### src/rtl/core/olist_pkg.sv
// olist_pkg: shared widths, request/status codes and controller-datapath
// command and status types for the ordered list engine.
// No dependencies.
`default_nettype none

package olist_pkg;

    localparam int KIND_W      = 3;
    localparam int VALUE_IN_W  = 32;
    localparam int POS_W       = 8;
    localparam int STATUS_W    = 2;
    localparam int ENTRIES_W   = 6;
    localparam int POS_CMP_W   = POS_W + 1;

    localparam int S_TDATA_W   = 40;
    localparam int M_TDATA_W   = 40;
    localparam int M_PAD_W     = M_TDATA_W - ENTRIES_W - VALUE_IN_W;

    localparam int DEF_CAPACITY    = 32;
    localparam int DEF_VALUE_WIDTH = 32;

    localparam logic [KIND_W-1:0] KIND_INS_FRONT = 3'd0;
    localparam logic [KIND_W-1:0] KIND_INS_BACK  = 3'd1;
    localparam logic [KIND_W-1:0] KIND_INS_AT    = 3'd2;
    localparam logic [KIND_W-1:0] KIND_DEL_FRONT = 3'd3;
    localparam logic [KIND_W-1:0] KIND_DEL_BACK  = 3'd4;
    localparam logic [KIND_W-1:0] KIND_DEL_AT    = 3'd5;
    localparam logic [KIND_W-1:0] KIND_TRAVERSE  = 3'd6;

    localparam logic [STATUS_W-1:0] ST_OK      = 2'd0;
    localparam logic [STATUS_W-1:0] ST_EMPTY   = 2'd1;
    localparam logic [STATUS_W-1:0] ST_INVALID = 2'd2;
    localparam logic [STATUS_W-1:0] ST_FULL    = 2'd3;

    typedef enum logic [2:0] {
        PTR_HOLD,
        PTR_ZERO,
        PTR_COUNT,
        PTR_TARGET,
        PTR_INC,
        PTR_DEC
    } t_ptr_op;

    typedef enum logic [1:0] {
        CNT_HOLD,
        CNT_INC,
        CNT_DEC
    } t_cnt_op;

    typedef enum logic [1:0] {
        RD_PTR,
        RD_PTR_DEC,
        RD_PTR_INC
    } t_rd_sel;

    typedef enum logic {
        WR_SRC_VALUE,
        WR_SRC_RAM
    } t_wr_src;

    typedef enum logic [1:0] {
        OUT_SRC_VALUE,
        OUT_SRC_RAM,
        OUT_SRC_SAVED
    } t_out_src;

    typedef struct packed {
        logic                load;
        t_ptr_op             ptr_op;
        t_cnt_op             cnt_op;
        logic                rd_en;
        t_rd_sel             rd_sel;
        logic                wr_en;
        t_wr_src             wr_src;
        logic                save_victim;
        logic                emit;
        logic [STATUS_W-1:0] emit_status;
        t_out_src            emit_src;
        logic                emit_last;
    } t_dp_cmd;

    typedef struct packed {
        logic is_ins;
        logic is_del;
        logic is_trav;
        logic pos_kind;
        logic full;
        logic empty;
        logic ins_pos_bad;
        logic del_pos_bad;
        logic ptr_at_tgt;
        logic ptr_last;
        logic out_free;
    } t_dp_stat;

endpackage

`default_nettype wire

### src/rtl/core/olist_ram.sv
// olist_ram: generic simple dual-port RAM, one write and one registered read.
// No dependencies.
`default_nettype none

module olist_ram #(
    parameter int WIDTH = 32,
    parameter int DEPTH = 32,
    parameter int AW    = (DEPTH > 1) ? $clog2(DEPTH) : 1
) (
    input  wire logic             i_clk,
    input  wire logic             i_wr_en,
    input  wire logic [AW-1:0]    i_wr_addr,
    input  wire logic [WIDTH-1:0] i_wr_data,
    input  wire logic             i_rd_en,
    input  wire logic [AW-1:0]    i_rd_addr,
    output logic      [WIDTH-1:0] o_rd_data
);

    logic [WIDTH-1:0] r_mem [DEPTH];

    always_ff @(posedge i_clk) begin
        if (i_wr_en) begin
            r_mem[i_wr_addr] <= i_wr_data;
        end
        if (i_rd_en) begin
            o_rd_data <= r_mem[i_rd_addr];
        end
    end

endmodule

`default_nettype wire

### src/rtl/core/olist_ctrl.sv
// olist_ctrl: request sequencer for the ordered list engine.
// Depends on olist_pkg; drives olist_dp through t_dp_cmd / t_dp_stat.
`default_nettype none

module olist_ctrl (
    input  wire logic               i_clk,
    input  wire logic               i_rst_n,
    input  wire logic               i_accept,
    input  wire olist_pkg::t_dp_stat i_stat,
    output logic                    o_ready,
    output olist_pkg::t_dp_cmd      o_cmd
);

    typedef enum logic [3:0] {
        S_IDLE,
        S_DECODE,
        S_UP_CHK,
        S_UP_WR,
        S_DN_RD,
        S_DN_SAVE,
        S_DN_CHK,
        S_DN_WR,
        S_TR_RD,
        S_TR_EMIT,
        S_EMIT
    } t_state;

    t_state                        r_state, n_state;
    logic [olist_pkg::STATUS_W-1:0] r_res_status, n_res_status;
    olist_pkg::t_out_src           r_res_src, n_res_src;

    always_comb begin
        n_state      = r_state;
        n_res_status = r_res_status;
        n_res_src    = r_res_src;
        o_ready      = 1'b0;

        o_cmd             = '0;
        o_cmd.ptr_op      = olist_pkg::PTR_HOLD;
        o_cmd.cnt_op      = olist_pkg::CNT_HOLD;
        o_cmd.rd_sel      = olist_pkg::RD_PTR;
        o_cmd.wr_src      = olist_pkg::WR_SRC_VALUE;
        o_cmd.emit_status = olist_pkg::ST_OK;
        o_cmd.emit_src    = olist_pkg::OUT_SRC_VALUE;

        case (r_state)
            S_IDLE: begin
                o_ready = 1'b1;
                if (i_accept) begin
                    o_cmd.load = 1'b1;
                    n_state    = S_DECODE;
                end
            end

            S_DECODE: begin
                n_res_src = olist_pkg::OUT_SRC_VALUE;
                n_state   = S_EMIT;
                if (i_stat.is_ins) begin
                    if (i_stat.full) begin
                        n_res_status = olist_pkg::ST_FULL;
                    end else if (i_stat.pos_kind && i_stat.ins_pos_bad) begin
                        n_res_status = olist_pkg::ST_INVALID;
                    end else begin
                        o_cmd.ptr_op = olist_pkg::PTR_COUNT;
                        n_state      = S_UP_CHK;
                    end
                end else if (i_stat.is_del) begin
                    if (i_stat.empty) begin
                        n_res_status = olist_pkg::ST_EMPTY;
                    end else if (i_stat.pos_kind && i_stat.del_pos_bad) begin
                        n_res_status = olist_pkg::ST_INVALID;
                    end else begin
                        o_cmd.ptr_op = olist_pkg::PTR_TARGET;
                        n_state      = S_DN_RD;
                    end
                end else if (i_stat.is_trav) begin
                    if (i_stat.empty) begin
                        n_res_status = olist_pkg::ST_EMPTY;
                    end else begin
                        o_cmd.ptr_op = olist_pkg::PTR_ZERO;
                        n_state      = S_TR_RD;
                    end
                end else begin
                    n_res_status = olist_pkg::ST_INVALID;
                end
            end

            S_UP_CHK: begin
                if (i_stat.ptr_at_tgt) begin
                    o_cmd.wr_en  = 1'b1;
                    o_cmd.wr_src = olist_pkg::WR_SRC_VALUE;
                    o_cmd.cnt_op = olist_pkg::CNT_INC;
                    n_res_status = olist_pkg::ST_OK;
                    n_res_src    = olist_pkg::OUT_SRC_VALUE;
                    n_state      = S_EMIT;
                end else begin
                    o_cmd.rd_en  = 1'b1;
                    o_cmd.rd_sel = olist_pkg::RD_PTR_DEC;
                    n_state      = S_UP_WR;
                end
            end

            S_UP_WR: begin
                o_cmd.wr_en  = 1'b1;
                o_cmd.wr_src = olist_pkg::WR_SRC_RAM;
                o_cmd.ptr_op = olist_pkg::PTR_DEC;
                n_state      = S_UP_CHK;
            end

            S_DN_RD: begin
                o_cmd.rd_en  = 1'b1;
                o_cmd.rd_sel = olist_pkg::RD_PTR;
                n_state      = S_DN_SAVE;
            end

            S_DN_SAVE: begin
                o_cmd.save_victim = 1'b1;
                n_state           = S_DN_CHK;
            end

            S_DN_CHK: begin
                if (i_stat.ptr_last) begin
                    o_cmd.cnt_op = olist_pkg::CNT_DEC;
                    n_res_status = olist_pkg::ST_OK;
                    n_res_src    = olist_pkg::OUT_SRC_SAVED;
                    n_state      = S_EMIT;
                end else begin
                    o_cmd.rd_en  = 1'b1;
                    o_cmd.rd_sel = olist_pkg::RD_PTR_INC;
                    n_state      = S_DN_WR;
                end
            end

            S_DN_WR: begin
                o_cmd.wr_en  = 1'b1;
                o_cmd.wr_src = olist_pkg::WR_SRC_RAM;
                o_cmd.ptr_op = olist_pkg::PTR_INC;
                n_state      = S_DN_CHK;
            end

            S_TR_RD: begin
                o_cmd.rd_en  = 1'b1;
                o_cmd.rd_sel = olist_pkg::RD_PTR;
                n_state      = S_TR_EMIT;
            end

            S_TR_EMIT: begin
                if (i_stat.out_free) begin
                    o_cmd.emit        = 1'b1;
                    o_cmd.emit_status = olist_pkg::ST_OK;
                    o_cmd.emit_src    = olist_pkg::OUT_SRC_RAM;
                    o_cmd.emit_last   = i_stat.ptr_last;
                    if (i_stat.ptr_last) begin
                        n_state = S_IDLE;
                    end else begin
                        o_cmd.ptr_op = olist_pkg::PTR_INC;
                        n_state      = S_TR_RD;
                    end
                end
            end

            S_EMIT: begin
                if (i_stat.out_free) begin
                    o_cmd.emit        = 1'b1;
                    o_cmd.emit_status = r_res_status;
                    o_cmd.emit_src    = r_res_src;
                    o_cmd.emit_last   = 1'b1;
                    n_state           = S_IDLE;
                end
            end

            default: begin
                n_state = S_IDLE;
            end
        endcase
    end

    always_ff @(posedge i_clk) begin
        if (!i_rst_n) begin
            r_state      <= S_IDLE;
            r_res_status <= olist_pkg::ST_OK;
            r_res_src    <= olist_pkg::OUT_SRC_VALUE;
        end else begin
            r_state      <= n_state;
            r_res_status <= n_res_status;
            r_res_src    <= n_res_src;
        end
    end

endmodule

`default_nettype wire

### src/rtl/core/olist_dp.sv
// olist_dp: list datapath - request latch, entry count, shift pointer,
// value RAM and output beat register. Depends on olist_pkg and olist_ram.
`default_nettype none

module olist_dp #(
    parameter int CAPACITY    = olist_pkg::DEF_CAPACITY,
    parameter int VALUE_WIDTH = olist_pkg::DEF_VALUE_WIDTH
) (
    input  wire logic                                  i_clk,
    input  wire logic                                  i_rst_n,
    input  wire olist_pkg::t_dp_cmd                    i_cmd,
    input  wire logic        [olist_pkg::KIND_W-1:0]   i_kind,
    input  wire logic signed [olist_pkg::VALUE_IN_W-1:0] i_value,
    input  wire logic        [olist_pkg::POS_W-1:0]    i_pos,
    input  wire logic                                  i_m_tready,
    output olist_pkg::t_dp_stat                        o_stat,
    output logic                                       o_m_tvalid,
    output logic        [olist_pkg::STATUS_W-1:0]      o_status,
    output logic signed [olist_pkg::VALUE_IN_W-1:0]    o_item_value,
    output logic                                       o_last,
    output logic        [olist_pkg::ENTRIES_W-1:0]     o_entries
);

    localparam int CNT_W = $clog2(CAPACITY + 1);
    localparam int AW    = (CAPACITY > 1) ? $clog2(CAPACITY) : 1;
    localparam logic [CNT_W-1:0] CAP_CNT = CNT_W'(CAPACITY);
    localparam logic [CNT_W-1:0] ONE_CNT = CNT_W'(1);
    localparam logic [olist_pkg::POS_W-1:0] ONE_POS = olist_pkg::POS_W'(1);
    localparam logic [olist_pkg::POS_CMP_W-1:0] ONE_CMP = olist_pkg::POS_CMP_W'(1);

    logic        [olist_pkg::KIND_W-1:0] r_kind;
    logic signed [VALUE_WIDTH-1:0]       r_value;
    logic        [olist_pkg::POS_W-1:0]  r_pos;
    logic        [CNT_W-1:0]             r_count;
    logic        [CNT_W-1:0]             r_ptr;
    logic signed [VALUE_WIDTH-1:0]       r_victim;

    logic                                 r_out_valid;
    logic        [olist_pkg::STATUS_W-1:0] r_out_status;
    logic signed [olist_pkg::VALUE_IN_W-1:0] r_out_value;
    logic                                 r_out_last;
    logic        [olist_pkg::ENTRIES_W-1:0] r_out_entries;

    logic        [CNT_W-1:0]             target;
    logic        [olist_pkg::POS_W-1:0]  pos_m1;
    logic        [olist_pkg::POS_CMP_W-1:0] pos_ext;
    logic        [olist_pkg::POS_CMP_W-1:0] cnt_ext;
    logic        [AW-1:0]                rd_addr;
    logic        [VALUE_WIDTH-1:0]       wr_data;
    logic        [VALUE_WIDTH-1:0]       rd_data;
    logic signed [VALUE_WIDTH-1:0]       out_src_value;
    logic                                out_free;

    assign pos_m1  = r_pos - ONE_POS;
    assign pos_ext = olist_pkg::POS_CMP_W'(r_pos);
    assign cnt_ext = olist_pkg::POS_CMP_W'(r_count);

    always_comb begin
        case (r_kind)
            olist_pkg::KIND_INS_FRONT,
            olist_pkg::KIND_DEL_FRONT: target = '0;
            olist_pkg::KIND_INS_BACK:  target = r_count;
            olist_pkg::KIND_DEL_BACK:  target = r_count - ONE_CNT;
            default:                   target = CNT_W'(pos_m1);
        endcase
    end

    assign out_free = !r_out_valid || i_m_tready;

    always_comb begin
        o_stat.is_ins      = r_kind inside {olist_pkg::KIND_INS_FRONT,
                                            olist_pkg::KIND_INS_BACK,
                                            olist_pkg::KIND_INS_AT};
        o_stat.is_del      = r_kind inside {olist_pkg::KIND_DEL_FRONT,
                                            olist_pkg::KIND_DEL_BACK,
                                            olist_pkg::KIND_DEL_AT};
        o_stat.is_trav     = (r_kind == olist_pkg::KIND_TRAVERSE);
        o_stat.pos_kind    = (r_kind == olist_pkg::KIND_INS_AT) ||
                             (r_kind == olist_pkg::KIND_DEL_AT);
        o_stat.full        = (r_count == CAP_CNT);
        o_stat.empty       = (r_count == '0);
        o_stat.ins_pos_bad = (r_pos == '0) || (pos_ext > cnt_ext + ONE_CMP);
        o_stat.del_pos_bad = (r_pos == '0) || (pos_ext > cnt_ext);
        o_stat.ptr_at_tgt  = (r_ptr == target);
        o_stat.ptr_last    = ((CNT_W + 1)'(r_ptr) + (CNT_W + 1)'(1)) ==
                             (CNT_W + 1)'(r_count);
        o_stat.out_free    = out_free;
    end

    always_comb begin
        case (i_cmd.rd_sel)
            olist_pkg::RD_PTR_DEC: rd_addr = AW'(r_ptr - ONE_CNT);
            olist_pkg::RD_PTR_INC: rd_addr = AW'(r_ptr + ONE_CNT);
            default:               rd_addr = AW'(r_ptr);
        endcase
    end

    assign wr_data = (i_cmd.wr_src == olist_pkg::WR_SRC_RAM) ? rd_data : r_value;

    olist_ram #(
        .WIDTH (VALUE_WIDTH),
        .DEPTH (CAPACITY),
        .AW    (AW)
    ) u_ram (
        .i_clk     (i_clk),
        .i_wr_en   (i_cmd.wr_en),
        .i_wr_addr (AW'(r_ptr)),
        .i_wr_data (wr_data),
        .i_rd_en   (i_cmd.rd_en),
        .i_rd_addr (rd_addr),
        .o_rd_data (rd_data)
    );

    always_comb begin
        case (i_cmd.emit_src)
            olist_pkg::OUT_SRC_RAM:   out_src_value = rd_data;
            olist_pkg::OUT_SRC_SAVED: out_src_value = r_victim;
            default:                  out_src_value = r_value;
        endcase
    end

    always_ff @(posedge i_clk) begin
        if (!i_rst_n) begin
            r_count     <= '0;
            r_out_valid <= 1'b0;
        end else begin
            case (i_cmd.cnt_op)
                olist_pkg::CNT_INC: r_count <= r_count + ONE_CNT;
                olist_pkg::CNT_DEC: r_count <= r_count - ONE_CNT;
                default:            r_count <= r_count;
            endcase
            if (i_cmd.emit) begin
                r_out_valid <= 1'b1;
            end else if (i_m_tready) begin
                r_out_valid <= 1'b0;
            end
        end
    end

    always_ff @(posedge i_clk) begin
        if (i_cmd.load) begin
            r_kind  <= i_kind;
            r_value <= VALUE_WIDTH'(i_value);
            r_pos   <= i_pos;
        end
        case (i_cmd.ptr_op)
            olist_pkg::PTR_ZERO:   r_ptr <= '0;
            olist_pkg::PTR_COUNT:  r_ptr <= r_count;
            olist_pkg::PTR_TARGET: r_ptr <= target;
            olist_pkg::PTR_INC:    r_ptr <= r_ptr + ONE_CNT;
            olist_pkg::PTR_DEC:    r_ptr <= r_ptr - ONE_CNT;
            default:               r_ptr <= r_ptr;
        endcase
        if (i_cmd.save_victim) begin
            r_victim <= rd_data;
        end
        if (i_cmd.emit) begin
            r_out_status  <= i_cmd.emit_status;
            r_out_value   <= (i_cmd.emit_status == olist_pkg::ST_OK) ?
                             olist_pkg::VALUE_IN_W'(out_src_value) : '0;
            r_out_last    <= i_cmd.emit_last;
            r_out_entries <= olist_pkg::ENTRIES_W'(r_count);
        end
    end

    assign o_m_tvalid   = r_out_valid;
    assign o_status     = r_out_status;
    assign o_item_value = r_out_value;
    assign o_last       = r_out_last;
    assign o_entries    = r_out_entries;

endmodule

`default_nettype wire

### src/rtl/core/ordered_list_engine_top.sv
// ordered_list_engine_top: top level of the ordered list engine.
// Depends on olist_pkg, olist_ctrl, olist_dp (which holds olist_ram).
//
// Ordered list of up to CAPACITY signed values held packed in one
// simple dual-port RAM (no clearing pass after reset; the block is ready at
// once). One request beat is taken while the engine is idle, even if a
// result beat is still waiting on the master side. Insert at index k of a
// list of n values moves the n-k values from index k up by one; delete at
// index k saves that value and moves the n-1-k values behind it down. Each
// move in the RAM is a read, then a write. A traverse gives one beat per
// value (RAM read, then emit), held while a result beat waits. Values are
// kept at VALUE_WIDTH bits, sign-extended or truncated to 32 bits on ports.
`default_nettype none

module ordered_list_engine_top #(
    parameter int CAPACITY    = olist_pkg::DEF_CAPACITY,
    parameter int VALUE_WIDTH = olist_pkg::DEF_VALUE_WIDTH
) (
    input  wire logic                                i_clk,
    input  wire logic                                i_rst_n,
    input  wire logic                                i_s_tvalid,
    output logic                                     o_s_tready,
    // value [31:0], position [39:32]
    input  wire logic [olist_pkg::S_TDATA_W-1:0]     i_s_tdata,
    // kind [2:0]
    input  wire logic [olist_pkg::KIND_W-1:0]        i_s_tuser,
    output logic                                     o_m_tvalid,
    input  wire logic                                i_m_tready,
    // item_value [31:0], entries [37:32], zero [39:38]
    output logic [olist_pkg::M_TDATA_W-1:0]          o_m_tdata,
    // status [1:0]
    output logic [olist_pkg::STATUS_W-1:0]           o_m_tuser,
    output logic                                     o_m_tlast
);

    olist_pkg::t_dp_cmd  cmd;
    olist_pkg::t_dp_stat stat;
    logic                ready;
    logic signed [olist_pkg::VALUE_IN_W-1:0] item_value;
    logic        [olist_pkg::ENTRIES_W-1:0]  entries;

    olist_ctrl u_ctrl (
        .i_clk    (i_clk),
        .i_rst_n  (i_rst_n),
        .i_accept (i_s_tvalid && ready),
        .i_stat   (stat),
        .o_ready  (ready),
        .o_cmd    (cmd)
    );

    olist_dp #(
        .CAPACITY    (CAPACITY),
        .VALUE_WIDTH (VALUE_WIDTH)
    ) u_dp (
        .i_clk        (i_clk),
        .i_rst_n      (i_rst_n),
        .i_cmd        (cmd),
        .i_kind       (i_s_tuser),
        .i_value      (i_s_tdata[olist_pkg::VALUE_IN_W-1:0]),
        .i_pos        (i_s_tdata[olist_pkg::VALUE_IN_W +: olist_pkg::POS_W]),
        .i_m_tready   (i_m_tready),
        .o_stat       (stat),
        .o_m_tvalid   (o_m_tvalid),
        .o_status     (o_m_tuser),
        .o_item_value (item_value),
        .o_last       (o_m_tlast),
        .o_entries    (entries)
    );

    assign o_s_tready = ready;
    assign o_m_tdata  = {{olist_pkg::M_PAD_W{1'b0}}, entries, item_value};

endmodule

`default_nettype wire
### config.mk
export PLATFORM = sky130hd
export DESIGN_NAME = ordered_list_engine_top
export DESIGN_NICKNAME = d
export VERILOG_FILES = /design/src/rtl/core/olist_pkg.sv /design/src/rtl/core/olist_ram.sv /design/src/rtl/core/olist_ctrl.sv /design/src/rtl/core/olist_dp.sv /design/src/rtl/core/ordered_list_engine_top.sv
export SDC_FILE = /design/constraint.sdc
export NUM_CORES = 2
export LEC_CHECK = 0
export ABC_CLOCK_PERIOD_IN_PS = 10000
export BUFFER_PORTS_ARGS = -buffer_cell sky130_fd_sc_hd__clkbuf_2
export CAP_MARGIN = 20
export CORE_UTILIZATION = 46
export CTS_BUF_LIST = sky130_fd_sc_hd__clkbuf_2
export CTS_CLUSTER_SIZE = 24
export DETAILED_ROUTE_END_ITERATION = 10
export GPL_TIMING_DRIVEN = 0
export HOLD_SLACK_MARGIN = 0.15
export PLACE_DENSITY = 0.61
export REMOVE_ABC_BUFFERS = 1
export SETUP_SLACK_MARGIN = 0.05
export SYNTH_ARGS = -nofsm -noshare
export SYNTH_HDL_FRONTEND = slang
export SYNTH_SLANG_ARGS = --single-unit
### constraint.sdc
create_clock -name i_clk -period 10 [get_ports i_clk]
set_input_delay 3 -clock i_clk [delete_from_list [all_inputs] [get_ports i_clk]]
set_output_delay 3 -clock i_clk [all_outputs]
set_load 0.05 [all_outputs]
==> results.py <==
metrics = {
    "synthesis": {
        "synth_compound_area_share_pct": 2.31,
        "synth_fa_ha_area_share_pct": 0.677,
        "yosys-top-cells-area": "sky130_fd_sc_hd__edfxtp_1 (74%), sky130_fd_sc_hd__mux4_2 (12%), sky130_fd_sc_hd__mux2i_1 (4.1%)",
        "ys_dominant_reg_cell": "sky130_fd_sc_hd__edfxtp_1",
        "post_synth_inst_count": 2348,
        "synth.yosys.seq_area_share_pct": 74.2,
        "synth_largest_area_cell": "sky130_fd_sc_hd__edfxtp_1",
        "synth.area.mux_share_pct": 17.6,
        "mappedNetlistArea_mm2": 0.0481,
        "yosys-top-cells-count": "sky130_fd_sc_hd__edfxtp_1 (1178), sky130_fd_sc_hd__mux4_2 (256), sky130_fd_sc_hd__mux2i_1 (197), sky130_fd_sc_hd__nor2_1 (89)",
        "synth_warnings": 0,
        "synth_most_common_cell": "sky130_fd_sc_hd__edfxtp_1",
        "ys_types": 76,
        "post_synth_and_or_nand_nor_area_fraction_pct": 3.09,
        "combinational_family_with_the_most_area_after_synthesis": "multiplexers",
        "synth_enable_flop_cells": 1178,
        "synth-async-reset-ratio_pct": 0,
        "postSynthRegisterBits": 1192,
        "netlist.area_leader.share_pct": 73.6,
        "yosys.area_share.xor_xnor_pct": 0.575,
        "postSynthAreaPerCell_um2": 20.5,
    },
    "sta": {
        "finalMaxSlewViolations": 0,
        "report.final.hold_viol_count": 0,
        "fin_skew_ns": 0.180,
        "timing.hold.ws_ns": 0.464,
        "clock.fmax_mhz": 150,
        "final_cycle_share_pct": 66.8,
        "timing.max_slew.rel_slack_pct": 30.8,
        "grt_setup_unrepaired": "false",
        "setup_violations": 0,
        "fin_ws_ns": 3.32,
        "period_minus_slack_ns": 6.68,
        "slew_at_the_pin_with_the_worst_max_slew_slack_ns": 1.04,
    },
    "run_status": {
        "status": "finished, final reports clean",
    },
    "detailed_routing": {
        "ant_nets": 0,
        "num_vias": 25380,
        "detailedRoute.firstPassIterationCount": 8,
        "routed_wire_length_um": 121000,
        "detail_route.drc_violations": 0,
        "route.detailed.wl_per_inst_um": 27.8,
        "dr_vias_cell": 5.83,
        "dr.first_iter.drc_count": 2862,
    },
    "setup_path": {
        "crit_path_end_kind": "register",
        "timing.critical_path.fanout_max": 59,
        "timing.setup.critical_path_class": "register to register",
        "startpoint_type": "register",
        "cp_data_required_time_ns": 11.21,
        "cp.arrival_ns": 7.88,
    },
    "floorplan": {
        "floorplan.core_area_mm2": 0.103,
        "total_i_o_pin_count": 92,
        "die_y_um": 325,
        "rows": 118,
        "dieArea_mm2": 0.106,
        "starting_density_of_the_core_pct": 46.4,
        "dieWidth_um": 325,
    },
    "clock_network": {
        "clk_path_buf_depth": 4,
        "cts_made_buffers": 313,
        "htree_num_levels": 5,
        "cts.sinks": 1192,
        "post_cts.repair.setup_buffers": 0,
        "cts_tree": "yes",
        "hold_buffers": 0,
        "clkLatencyLatePin_ns": 1.55,
        "cts_resized": 0,
        "clk_root_buffer_cell": "sky130_fd_sc_hd__clkbuf_2",
        "clkSlewWorstSetupHoldPaths_ns": 0.12,
    },
    "finish": {
        "synthToLayoutAreaGrowth_pct": 15.8,
        "final_nets": 2853,
        "fraction_of_layout_instances_using_a_drive_strength_above_1_pct": 36.3,
    },
    "grt": {
        "largest_net_degree_at_the_start_of_global_routing": 60,
        "globalRouteTotalUtil_pct": 23.1,
        "grt_first_pass_wirelength_um": 175000,
        "grt_antenna_before_repair": 3,
        "via_count_of_the_first_global_routing_pass": 25991,
        "grt-ovfl-total": 0,
    },
    "place": {
        "pre_cts_ws_ns": 3.25,
        "place.detailed.hpwl_um": 78400,
        "place.port_buffers": 89,
        "globalplace.congestion": 0.828,
    },
    "min_path": {
        "hold_path.class": "register to register",
    },
    "job": {
        "timing.max_cap.violations": 0,
    },
    "power": {
        "static-leakage-power_nw": 19.0,
        "pwr_density_cell_mw_per_mm2": 233,
        "irDropWorstVdd_uv": 213,
    },
}
-- sequential cells by signal, indices dropped and copies added, names as in the netlist --
signal / count
u_ctrl.r_state: 4
u_dp.o_status: 2
u_ctrl.r_res_status: 2
u_dp.r_value: 32
u_dp.o_m_tvalid: 1
u_dp.o_last: 1
u_ctrl.r_res_src: 1
u_dp.r_kind: 3
u_dp.r_pos: 8
u_dp.o_entries: 6
u_dp.r_victim: 32
u_dp.r_ptr: 6
u_dp.o_item_value: 32
u_dp.u_ram.o_rd_data: 32
u_dp.r_count: 6
u_dp.u_ram.r_mem: 1024
-- cell type report --
type                       count  area, µm²
clock buffer                 433       2170
multi-input combinational    993      12000
sequential                  1192      35700
antenna                        8       20.0
inverter                      28        105
fill                        8067      47800
tap                         1380       1730
timing repair buffer         252       3670
clock inverter                68        367
-- final timing paths --
kind	cells after the start	slack, ns	to	from
max reg2reg	19	3.32	u_dp.u_ram.o_rd_data[22]$_DFFE_PP_	u_dp.r_count[0]$_SDFFE_PN0P_
min reg2reg	0	0.46	u_dp.r_victim[2]$_DFFE_PP_	u_dp.u_ram.o_rd_data[2]$_DFFE_PP_
min	0	0.46	u_dp.r_victim[2]$_DFFE_PP_	u_dp.u_ram.o_rd_data[2]$_DFFE_PP_
max	19	3.32	u_dp.u_ram.o_rd_data[22]$_DFFE_PP_	u_dp.r_count[0]$_SDFFE_PN0P_
-- report_power, final --
group / internal, mW / switching, mW
sequential: 6.14 / 0.163
clock: 1.25 / 1.88
combinational: 1.63 / 1.94
-- per-stage QoR --
stage / cells / power, mW / area (µm²) / utilization (%) / setup TNS, ns
floorplan: 2213 / 9.88 / 47400 / - / -486.04
global placement: 3682 / 11.0 / 49600 / 47.9 / -928.56
detailed placement: 3845 / 10.0 / 53100 / 51.3 / 0
CTS: 4346 / 13.1 / 55700 / 53.8 / 0
global route: 4354 / 13.6 / 55700 / 53.8 / 0
finish: 4354 / 13.0 / 55700 / 53.8 / 0
-- kinds of logic after synthesis --
logic type | Yosys count
compound gates | 165
xor+xnor | 30
fa+ha+maj | 26
buf+inv | 164
flops | 1192
mux | 518
other cells | 1
simple gates | 252
-- layer usage --
metal	track usage (%)	part of all wire, %
met5	0	0
met3	5.04	8.4
met1	33.1	42
met4	9.18	2.9
met2	34.6	46
-- layout by cell type (no fill, tap or decap), types with 8 or more instances in the layout --
cell                       count
sky130_fd_sc_hd__mux2i_1     197
sky130_fd_sc_hd__a21oi_1      48
sky130_fd_sc_hd__inv_1        27
sky130_fd_sc_hd__xnor2_1      22
sky130_fd_sc_hd__nor3b_4      22
sky130_fd_sc_hd__nand3_1      11
sky130_fd_sc_hd__nor2_1       88
sky130_fd_sc_hd__buf_6        28
sky130_fd_sc_hd__buf_12       29
sky130_fd_sc_hd__dfxtp_1      14
sky130_fd_sc_hd__clkbuf_2    522
sky130_fd_sc_hd__o21ai_0      17
sky130_fd_sc_hd__clkinv_1     53
sky130_fd_sc_hd__buf_16       61
sky130_fd_sc_hd__nand2_1      29
sky130_fd_sc_hd__edfxtp_1   1178
sky130_fd_sc_hd__a22oi_1      39
sky130_fd_sc_hd__buf_8        43
sky130_fd_sc_hd__diode_2       8
sky130_fd_sc_hd__nor3_1       16
sky130_fd_sc_hd__mux2_2       65
sky130_fd_sc_hd__mux4_2      256
sky130_fd_sc_hd__ha_1         24
-- critical path, cell delays in order, from the launching register on --
cell and delay [ns]:
sky130_fd_sc_hd__dfxtp_1 0.73, sky130_fd_sc_hd__inv_1 0.16, sky130_fd_sc_hd__ha_1 0.34, sky130_fd_sc_hd__or4b_1 0.49, sky130_fd_sc_hd__o22ai_1 0.29, sky130_fd_sc_hd__o21a_2 0.20
sky130_fd_sc_hd__o211ai_2 0.12, sky130_fd_sc_hd__nor4b_4 0.56, sky130_fd_sc_hd__nor2_1 0.23, sky130_fd_sc_hd__ha_1 0.50, sky130_fd_sc_hd__nor2_1 0.13, sky130_fd_sc_hd__o21ai_0 0.15
sky130_fd_sc_hd__nand2_4 0.50, sky130_fd_sc_hd__buf_16 0.38, sky130_fd_sc_hd__buf_16 0.34, sky130_fd_sc_hd__buf_16 0.32, sky130_fd_sc_hd__mux4_2 0.37, sky130_fd_sc_hd__mux2i_1 0.16
sky130_fd_sc_hd__mux2i_1 0.11, sky130_fd_sc_hd__mux2_2 0.28
No activity file was read; power rests on OpenSTA's default activity.
